--- config.mk ---
export PLATFORM = sky130hd
export DESIGN_NAME = rbs_fsub
export DESIGN_NICKNAME = d
export VERILOG_FILES = /design/src/rtl/rbs_pkg.sv /design/src/rtl/rbs_fsub.sv
export SDC_FILE = /design/constraint.sdc
export NUM_CORES = 1
export LEC_CHECK = 0
export BUFFER_PORTS_ARGS = -buffer_cell sky130_fd_sc_hd__buf_2
export CORE_AREA = 3 3 191 193
export DETAILED_ROUTE_END_ITERATION = 6
export DIE_AREA = 0 0 194 196
export PLACE_DENSITY_LB_ADDON = 0.2
export SYNTH_ARGS = -nofsm -noshare
export SYNTH_HDL_FRONTEND = slang
export SYNTH_SLANG_ARGS = --single-unit
--- constraint.sdc ---
create_clock -name clk -period 12.7 [get_ports clk]
set_input_delay 1.905 -clock clk [delete_from_list [all_inputs] [get_ports clk]]
set_output_delay 1.905 -clock clk [all_outputs]
set_load 0.01 [all_outputs]
--- src/rtl/rbs_pkg.sv ---
`default_nettype none

package rbs_pkg;

    typedef logic [31:0] f32_t;

    // Stage counts: subtract 3, multiply 3, min/max 1, output register 1
    localparam int PIPE_DEPTH = 8;
    localparam int SIDE_DEPTH = 6;
    localparam int NUM_AXES   = 3;

    localparam logic [7:0]  EXP_MAX = 8'hFF;
    localparam f32_t        QNAN    = 32'h7FC0_0000;

    typedef struct packed {
        logic [NUM_AXES-1:0] neg;
        f32_t [NUM_AXES-1:0] inv;
        f32_t                win_lo;
        f32_t                win_hi;
    } side_t;

    function automatic logic f_is_nan(input f32_t a);
        return (a[30:23] == EXP_MAX) && (a[22:0] != 23'd0);
    endfunction

    function automatic logic f_is_zero(input f32_t a);
        return a[30:0] == 31'd0;
    endfunction

    // IEEE less-than: false on NaN, signed zeros equal
    function automatic logic f_lt(input f32_t a, input f32_t b);
        logic r;
        if (f_is_nan(a) || f_is_nan(b))
            r = 1'b0;
        else if (f_is_zero(a) && f_is_zero(b))
            r = 1'b0;
        else if (a[31] != b[31])
            r = a[31];
        else if (!a[31])
            r = a[30:0] < b[30:0];
        else
            r = a[30:0] > b[30:0];
        return r;
    endfunction

    function automatic logic f_le(input f32_t a, input f32_t b);
        logic eq;
        eq = (a == b) || (f_is_zero(a) && f_is_zero(b));
        return !f_is_nan(a) && !f_is_nan(b) && (eq || f_lt(a, b));
    endfunction

    function automatic f32_t f_max(input f32_t a, input f32_t b);
        return f_lt(b, a) ? a : b;
    endfunction

    function automatic f32_t f_min(input f32_t a, input f32_t b);
        return f_lt(a, b) ? a : b;
    endfunction

endpackage

`default_nettype wire

--- src/rtl/rbs_fsub.sv ---
`default_nettype none

// Single-precision a - b, round to nearest even, three register stages
module rbs_fsub (
    input  wire logic         clk,
    input  wire logic         en,
    input  rbs_pkg::f32_t     a,
    input  rbs_pkg::f32_t     b,
    output rbs_pkg::f32_t     diff
);
    import rbs_pkg::*;

    // stage 1: swap by magnitude and align
    logic        s1_sign_reg, s1_sign_next;
    logic [7:0]  s1_exp_reg, s1_exp_next;
    logic [26:0] s1_mx_reg, s1_mx_next;
    logic [26:0] s1_my_reg, s1_my_next;
    logic        s1_sub_reg, s1_sub_next;
    logic        s1_nan_reg, s1_nan_next;
    logic        s1_inf_reg, s1_inf_next;
    logic        s1_infs_reg, s1_infs_next;

    always_comb
    begin
        logic        sa, sb, a_nan, b_nan, a_inf, b_inf, swap, sy, lost;
        logic [7:0]  ea, eb, ex, ey, d;
        logic [23:0] ma, mb, my;
        logic [26:0] my27, sh, mask;
        sa    = a[31];
        sb    = ~b[31];
        ea    = (a[30:23] == 8'd0) ? 8'd1 : a[30:23];
        eb    = (b[30:23] == 8'd0) ? 8'd1 : b[30:23];
        ma    = {(a[30:23] != 8'd0), a[22:0]};
        mb    = {(b[30:23] != 8'd0), b[22:0]};
        a_nan = f_is_nan(a);
        b_nan = f_is_nan(b);
        a_inf = (a[30:23] == EXP_MAX) && (a[22:0] == 23'd0);
        b_inf = (b[30:23] == EXP_MAX) && (b[22:0] == 23'd0);
        swap  = b[30:0] > a[30:0];
        s1_sign_next = swap ? sb : sa;
        sy    = swap ? sa : sb;
        ex    = swap ? eb : ea;
        ey    = swap ? ea : eb;
        s1_mx_next = {(swap ? mb : ma), 3'b000};
        my    = swap ? ma : mb;
        d     = ex - ey;
        my27  = {my, 3'b000};
        sh    = my27 >> d;
        mask  = ~({27{1'b1}} << d);
        lost  = |(my27 & mask);
        s1_my_next   = {sh[26:1], sh[0] | lost};
        s1_exp_next  = ex;
        s1_sub_next  = s1_sign_next != sy;
        s1_nan_next  = a_nan || b_nan || (a_inf && b_inf && (sa != sb));
        s1_inf_next  = a_inf || b_inf;
        s1_infs_next = a_inf ? sa : sb;
    end

    // stage 2: add and normalize
    logic        s2_sign_reg;
    logic [26:0] s2_n_reg, s2_n_next;
    logic        s2_stk_reg, s2_stk_next;
    logic [8:0]  s2_exp_reg, s2_exp_next;
    logic        s2_nan_reg, s2_inf_reg, s2_infs_reg;

    always_comb
    begin
        logic [27:0] sum;
        logic [4:0]  lz, lim, sh;
        sum = s1_sub_reg ? ({1'b0, s1_mx_reg} - {1'b0, s1_my_reg})
                         : ({1'b0, s1_mx_reg} + {1'b0, s1_my_reg});
        lz = 5'd27;
        for (int i = 0; i < 27; i++)
        begin
            if (sum[i])
                lz = 5'(26 - i);
        end
        lim = (s1_exp_reg > 8'd27) ? 5'd27 : 5'(s1_exp_reg - 8'd1);
        sh  = (lz < lim) ? lz : lim;
        if (sum[27])
        begin
            s2_n_next   = sum[27:1];
            s2_stk_next = sum[0];
            s2_exp_next = {1'b0, s1_exp_reg} + 9'd1;
        end
        else
        begin
            s2_n_next   = sum[26:0] << sh;
            s2_stk_next = 1'b0;
            s2_exp_next = {1'b0, s1_exp_reg} - {4'd0, sh};
        end
    end

    // stage 3: round and pack
    f32_t diff_reg, diff_next;

    always_comb
    begin
        logic [7:0]  expf;
        logic        up;
        logic [30:0] mag;
        expf = s2_n_reg[26] ? s2_exp_reg[7:0] : 8'd0;
        up   = s2_n_reg[2] & (s2_n_reg[1] | s2_n_reg[0] | s2_stk_reg | s2_n_reg[3]);
        mag  = {expf, s2_n_reg[25:3]} + {30'd0, up};
        if (s2_nan_reg)
            diff_next = QNAN;
        else if (s2_inf_reg)
            diff_next = {s2_infs_reg, EXP_MAX, 23'd0};
        else if (s2_exp_reg >= 9'd255)
            diff_next = {s2_sign_reg, EXP_MAX, 23'd0};
        else
            diff_next = {s2_sign_reg, mag};
    end

    // advance all stages together
    always_ff @(posedge clk)
    begin
        if (en)
        begin
            s1_sign_reg <= s1_sign_next;
            s1_exp_reg  <= s1_exp_next;
            s1_mx_reg   <= s1_mx_next;
            s1_my_reg   <= s1_my_next;
            s1_sub_reg  <= s1_sub_next;
            s1_nan_reg  <= s1_nan_next;
            s1_inf_reg  <= s1_inf_next;
            s1_infs_reg <= s1_infs_next;
            s2_sign_reg <= s1_sign_reg;
            s2_n_reg    <= s2_n_next;
            s2_stk_reg  <= s2_stk_next;
            s2_exp_reg  <= s2_exp_next;
            s2_nan_reg  <= s1_nan_reg;
            s2_inf_reg  <= s1_inf_reg;
            s2_infs_reg <= s1_infs_reg;
            diff_reg    <= diff_next;
        end
    end

    assign diff = diff_reg;

endmodule

`default_nettype wire

==> results of run 1 <==
==> worst max-delay path, cell delays in order, from the launching register on <==
cell,delay [ns]
edfxtp_1,0.46
ha_1,0.44
nor2b_1,0.22
o211ai_2,0.19
o41ai_2,0.46
o211ai_4,0.18
a2111oi_4,0.47
nand2_1,0.12
a211oi_2,0.27
xor2_2,0.46
nand4_1,0.26
nor3_1,0.57
ha_1,0.35
a21o_1,0.16
a21oi_1,0.23
o21ai_0,0.35
a21oi_2,0.38
mux2_2,0.67
nor4_2,0.94
ha_1,0.38
and2_1,0.14
ha_1,0.32
inv_1,0.07
o21bai_1,0.07
a21oi_1,0.24
o21bai_1,0.09
a21oi_1,0.17
xnor2_1,0.10
==> placed cells by master (no fill, tap or decap), drive strengths merged, types with 10 or more instances in the layout <==
cell    synthesis  final
nand2         112    112
edfxtp        137    137
o22ai          18     18
a21oi         102    102
buf            39    113
nand2b         13     13
nor3           42     42
xor2           28     28
nand3          57     57
a21o           37     37
nand4          34     34
o21ai          84     84
o221ai         11     11
and2           21     21
nor2b          15     15
a32oi          11     11
ha            102    102
clkbuf         50     18
inv           102    104
and3           24     24
a221oi         10     10
a22o           13     13
a31oi          19     19
o21bai         16     16
a211oi         21     21
xnor2          28     28
o211ai         24     24
mux4           25     25
nor2          153    153
mux2i          46     46
mux2           48     48
or3            13     13
o21a           23     23
or2            13     13
nor4           23     23
a211o          11     11
==> worst max path at each step <==
stage | start | to | slack, ns | depth (start not counted)
2_1_floorplan | a[16] | s1_my_reg[0] | 3.74 | 35
3_3_place_gp | a[16] | s1_my_reg[0] | 3.71 | 30
3_5_place_dp | a[16] | s1_my_reg[0] | 3.49 | 28
4_1_cts | s1_mx_reg[4] | s2_exp_reg[8] | 3.74 | 27
5_1_grt | s1_mx_reg[4] | s2_exp_reg[8] | 3.19 | 27
6_report | s1_mx_reg[4] | s2_exp_reg[8] | 3.65 | 27
==> synth_stat cells, types with 9 or more instances <==
| cell | count | area (um^2) |
|---|---|---|
| o211ai_1 | 22 | 165 |
| o22ai_1 | 18 | 113 |
| nor2b_1 | 15 | 93.8 |
| a31oi_1 | 18 | 113 |
| and3_1 | 24 | 150 |
| nor3_1 | 42 | 210 |
| xnor2_1 | 27 | 236 |
| xor2_1 | 27 | 236 |
| nand2_1 | 111 | 417 |
| o21a_1 | 23 | 173 |
| inv_1 | 97 | 364 |
| o31ai_1 | 9 | 67.6 |
| a211oi_1 | 17 | 128 |
| o221ai_1 | 11 | 96.3 |
| a32oi_1 | 10 | 87.6 |
| ha_1 | 102 | 1280 |
| clkbuf_1 | 50 | 188 |
| a22o_1 | 13 | 114 |
| a21o_1 | 37 | 278 |
| or2_2 | 10 | 62.6 |
| a21oi_1 | 99 | 495 |
| nand4_1 | 33 | 206 |
| mux2_2 | 45 | 507 |
| buf_2 | 21 | 105 |
| o21bai_1 | 16 | 120 |
| mux4_2 | 25 | 563 |
| and2_1 | 19 | 119 |
| edfxtp_1 | 137 | 4110 |
| nand2b_1 | 13 | 81.3 |
| nand3_1 | 57 | 285 |
| mux2i_1 | 46 | 460 |
| buf_1 | 10 | 37.5 |
| a211o_1 | 10 | 87.6 |
| or3_1 | 13 | 81.3 |
| o21ai_1 | 10 | 50.1 |
| o21ai_0 | 73 | 365 |
| nor2_1 | 152 | 571 |
| nor4_1 | 21 | 131 |
==> metal layers <==
layer / vias to the layer above / part of all wire, % / GRT usage, % / routed length [um]
li1: 6408 / - / - / -
met1: 6576 / 45 / 34.2 / 21200
met2: 577 / 46 / 38.6 / 21600
met3: 81 / 7.0 / 4.40 / 3320
met4: 0 / 2.7 / 8.09 / 1290
met5: - / 0 / 0 / 0
==> power by group <==
part / internal [mW] / switching, mW / total, mW
sequential: 0.631 / 0.0680 / 0.699
combinational: 0.653 / 1.11 / 1.76
clock: 0.286 / 0.199 / 0.485
==> cells by family (layout without fill, tap and decap cells) <==
kind of cell / after synthesis / in the layout / synth area share (%)
simple gates: 544 / 544 / 18.6
compound gates: 497 / 497 / 24.5
buf+inv: 191 / 245 / 5.46
flops: 137 / 137 / 28.1
mux: 119 / 119 / 10.7
fa+ha+maj: 105 / 105 / 9.13
xor+xnor: 56 / 56 / 3.45
==> final cells by class <==
type / instances / area, um^2
clock inverters: 12 / 128
multi-input cells: 1321 / 9760
inverters: 102 / 383
fillers: 3385 / 18700
repair buffers: 113 / 612
well taps: 455 / 569
flip-flops and latches: 137 / 4110
clock buffers: 18 / 429
==> stage by stage <==
step                utilization, %  worst slack (ns)
floorplan                        -              3.74
global route                  46.1              3.19
global placement              44.5              3.71
detailed placement            44.5              3.49
finish                        46.1              3.65
CTS                           46.1              3.74
==> results.yml, run 1 <==
routing:
  route.detailed.drc: 0
  postRouteAntennaNets: 0
  routedWlPerCell_um: 22.0
  wirelength_um: 47400
  vias_per_cell: 6.32
  vias: 13600
  drt-initial-drc-count: 1407
  dr.pass1.iters: 6
setup_path:
  crit_required_ns: 12.87
  r2r_cells: 27
  crit_fanout: 37
  cp.arrival_ns: 9.22
  worstReg2RegEnd: "s2_exp_reg[8]"
  end_kind: "flip-flop"
  r2r-start: "s1_mx_reg[4]"
  reg2reg_slack_ns: 3.65
  start_kind: "flip-flop"
  criticalPathCategory: "flip-flop to flip-flop"
place:
  dp.cells: 2128
  place_congestion: 0.962
  hpwl_um: 36400
  place_area_um2: 15400
  port_buffers: 97
sta:
  maxSlewViolCount: 0
  period_minus_slack_ns: 9.05
  setup_violations: 0
  period_share_pct: 71.2
  finalClockSkew_ns: 0.0287
  relSlewSlack_pct: 26.7
  tightest_slew_ns: 1.07
  fmax_mhz: 111
  hold_viol: 0
  whs_ns: 0.418
  fin_tns_setup_ns: 0
  rsz0062_at_grt: "no"
clocking:
  cts_tree: "done"
  cts_inserted_buffers: 17
  ctsResizeCount: 0
  post-cts-setup-buffer-count: 0
  cts.clk_slew.worst_paths_ns: 0.06
  cts_buffer_depth: 2
  cts_hold_buf: 0
  h-tree-depth: 4
  clock-sinks: 137
  cts_root_buffer: "clkbuf_16"
  clk_latency_ns: 0.45
floorplanning:
  core_um2: 34700
  num_rows: 68
  die-area_um2: 38000
  io_pins: 98
  fp.dieW_um: 194
  die_h_um: 196
  start_util_pct: 42.2
cells_and_area:
  post_route_cells_drive_above_1_share_pct: 15.9
  nNetsFinal: 1863
  largest_reg_flops: 32
  area_delta_synth_final_pct: 9.23
  fin_cells: 2158
  final_area_um2: 16000
  n_antenna_cell: 0
yosys:
  syn-num-nets: 1820
  ys_seq_elements: 137
  syn_inst: 1649
  avgSynthCellArea_um2: 8.88
  synth_edf_count: 137
  synth_warnings: 0
  synthArstFlopShare_pct: 0
  synth-seq-area-share_pct: 28.1
  synth_flop_cell: "edfxtp_1"
  syn_area_um2: 14600
  ys_types: 110
power_and_ir_drop:
  power_mw: 2.95
  p_per_area_nw_per_um2: 184
  p_leak_nw: 6.30
  vdd_ir_drop_max_mv: 0.105
worst_hold_path:
  hp-class: "flip-flop to flip-flop"
  hold_end: "s2_inf_reg"
  hp-start: "s1_inf_reg"
  worstHoldPathCells: 0
grt:
  grt_max_degree: 79
  grt-ovfl-total: 0
  groute.usage.overall_pct: 24.5
  antenna_found_initial: 1
  grt_pass1_vias: 13200
  grt_pass1_wl_um: 74700
run:
  cap_violations: 0
outcome:
  status: "completed"
(Power assumes the default switching activity.)
==> inputs of run 2 (changes only) <==
==> constraint.sdc (replaced) <==
create_clock -name clk -period 9.1 [get_ports clk]
set_input_delay 1.365 -clock clk [delete_from_list [all_inputs] [get_ports clk]]
set_output_delay 1.365 -clock clk [all_outputs]
set_load 0.01 [all_outputs]
==> run 2 against run 1 <==
- global-route usage decreased by 0.19 points
- sequential share of layout area is 0.060 points lower
- maximum frequency is 11% higher
- sequential power grew 39%
- sequential cell count unchanged
- clock-buffer cell count did not move
- wire length increased by 0.30%
- via count down 0.56%
- first-iteration DRC count increased by 1.6%
- register-to-register slack worse by 2.7 ns
- die area did not move
- largest cell class unchanged
- largest power group unchanged
- highest routed layer is now met5
==> results.yml, run 2 (synthesis results as in run 1) <==
outcome:
  status: "completed"
routing:
  vias_per_cell: 6.25
  route.detailed.drc: 0
  routedWlPerCell_um: 21.9
  postRouteAntennaNets: 0
  dr.pass1.iters: 6
  wl_met2_um: 21500
  wirelength_um: 47600
  top_layer_used: "met5"
  wl_met3_um: 3230
  vias: 13600
  drt-initial-drc-count: 1430
  met1_length_um: 22000
sta:
  maxSlewViolCount: 0
  finalClockSkew_ns: 0.0157
  rsz0062_at_grt: "no"
  tightest_slew_ns: 1.14
  period_share_pct: 89.6
  fmax_mhz: 123
  relSlewSlack_pct: 24.3
  hold_viol: 0
  period_minus_slack_ns: 8.16
  fin_ws_ns: 0.944
  fin_tns_setup_ns: 0
  whs_ns: 0.422
  setup_violations: 0
setup_path:
  slowest_delay_ns: 0.54
  r2r_cells: 29
  worstReg2RegEnd: "s2_exp_reg[8]"
  reg2reg_slack_ns: 0.94
  cp.arrival_ns: 8.34
  end_kind: "flip-flop"
  criticalPathCategory: "flip-flop to flip-flop"
  crit_fanout: 15
  cpMaxStageDelayCell: "nor3_1"
  r2r-start: "s1_my_reg[3]"
  crit_required_ns: 9.28
  start_kind: "flip-flop"
worst_hold_path:
  worstHoldPathCells: 0
  hp-class: "flip-flop to flip-flop"
  hold_end: "s2_nan_reg"
  hp-start: "s1_nan_reg"
cells_and_area:
  multiInputGateArea_um2: 9750
  nNetsFinal: 1875
  n_antenna_cell: 0
  most-common-layout-cells: "nor2_1 (152), edfxtp_1 (137), nand2_1 (110), ha_1 (102), a21oi_1 (99)"
  register_area_um2: 4110
  fill_cells: 3422
  largest_reg_flops: 32
  fin_util_pct: 46.2
  area_delta_synth_final_pct: 9.48
  post_route_cells_drive_above_1_share_pct: 16.4
  final_common_cell: "nor2_1"
grt:
  grt_max_degree: 75
  grt_pass1_wl_um: 73500
  grt_pass1_vias: 12700
  antenna_found_initial: 1
  groute.usage.overall_pct: 24.3
  grt-ovfl-total: 0
floorplanning:
  die_h_um: 196
  die-area_um2: 38000
  core_um2: 34700
  io_pins: 98
  num_rows: 68
  start_util_pct: 42.2
  fp.dieW_um: 194
clocking:
  post-cts-setup-buffer-count: 0
  cts_root_buffer: "clkbuf_16"
  clk_latency_ns: 0.44
  clock-sinks: 137
  cts_inserted_buffers: 17
  cts.clk_slew.worst_paths_ns: 0.06
  cts_buffer_depth: 2
  h-tree-depth: 4
  cts_hold_buf: 0
  ctsResizeCount: 0
  cts_tree: "done"
place:
  port_buffers: 97
  place_congestion: 0.946
  hpwl_um: 36500
  preCtsSetupSlack_ns: 0.951
power_and_ir_drop:
  power_mw: 4.08
  vdd_ir_drop_max_mv: 0.152
  p_leak_nw: 6.34
  p_per_area_nw_per_um2: 255
run:
  cap_violations: 0
==> run 2: changes by cell type in the layout (fill, tap and decap cells not counted), sizes merged <==
cell    delta
buf       +12
bufinv     -2
clkinv     +2
==> run 2: worst max path at each step <==
| stage | start | endpoint | slack (ns) | depth (start not counted) |
|---|---|---|---|---|
| after floorplan | a[16] | s1_my_reg[0] | 0.68 | 35 |
| after global routing | s1_mx_reg[4] | s2_exp_reg[8] | 0.47 | 29 |
| after CTS | s1_mx_reg[4] | s2_exp_reg[8] | 1.01 | 29 |
| final | s1_my_reg[3] | s2_exp_reg[8] | 0.94 | 29 |
| after global placement | a[16] | s1_my_reg[0] | 1.10 | 30 |
| after detailed placement | a[16] | s1_my_reg[0] | 0.95 | 30 |
==> run 2: metrics by stage <==
step                      std cells  cell area, um^2
after floorplan                1649            14600
after global placement         2140            15500
after detailed placement       2140            15500
after CTS                      2170            16000
after global routing           2170            16000
final                          2170            16000
==> run 2: final cells by class <==
type / count / area share [%]
timing repair buffer: 125 / 4.38
tap: 455 / 3.55
sequential: 137 / 25.7
multi-input combinational: 1321 / 60.8
inverter: 102 / 2.39
clock buffer: 18 / 2.68
clock inverter: 12 / 0.499
==> run 2: routing by layer <==
layer / up-vias / GRT usage (%)
li1: 6423 / -
met4: 2 / 5.77
met5: - / 0
met1: 6536 / 34.9
met2: 537 / 38.7
met3: 68 / 3.80
==> run 2: report_power, final <==
group	total, mW	switching [mW]	internal, mW
sequential	0.973	0.0919	0.881
clock	0.618	0.275	0.343
combinational	2.49	1.56	0.933
==> run 2: worst max-delay path: cells and delay by family (launching register included) <==
kind                       cells  cell delay, ns
AOI/OAI and AO/OA             13            3.00
and+or+nand+nor                6            1.64
adders and majority gates      5            1.50
muxes                          1            0.54
DFF                            1            0.46
xor gates and xnor gates       2            0.45
buffers and inverters          2            0.29
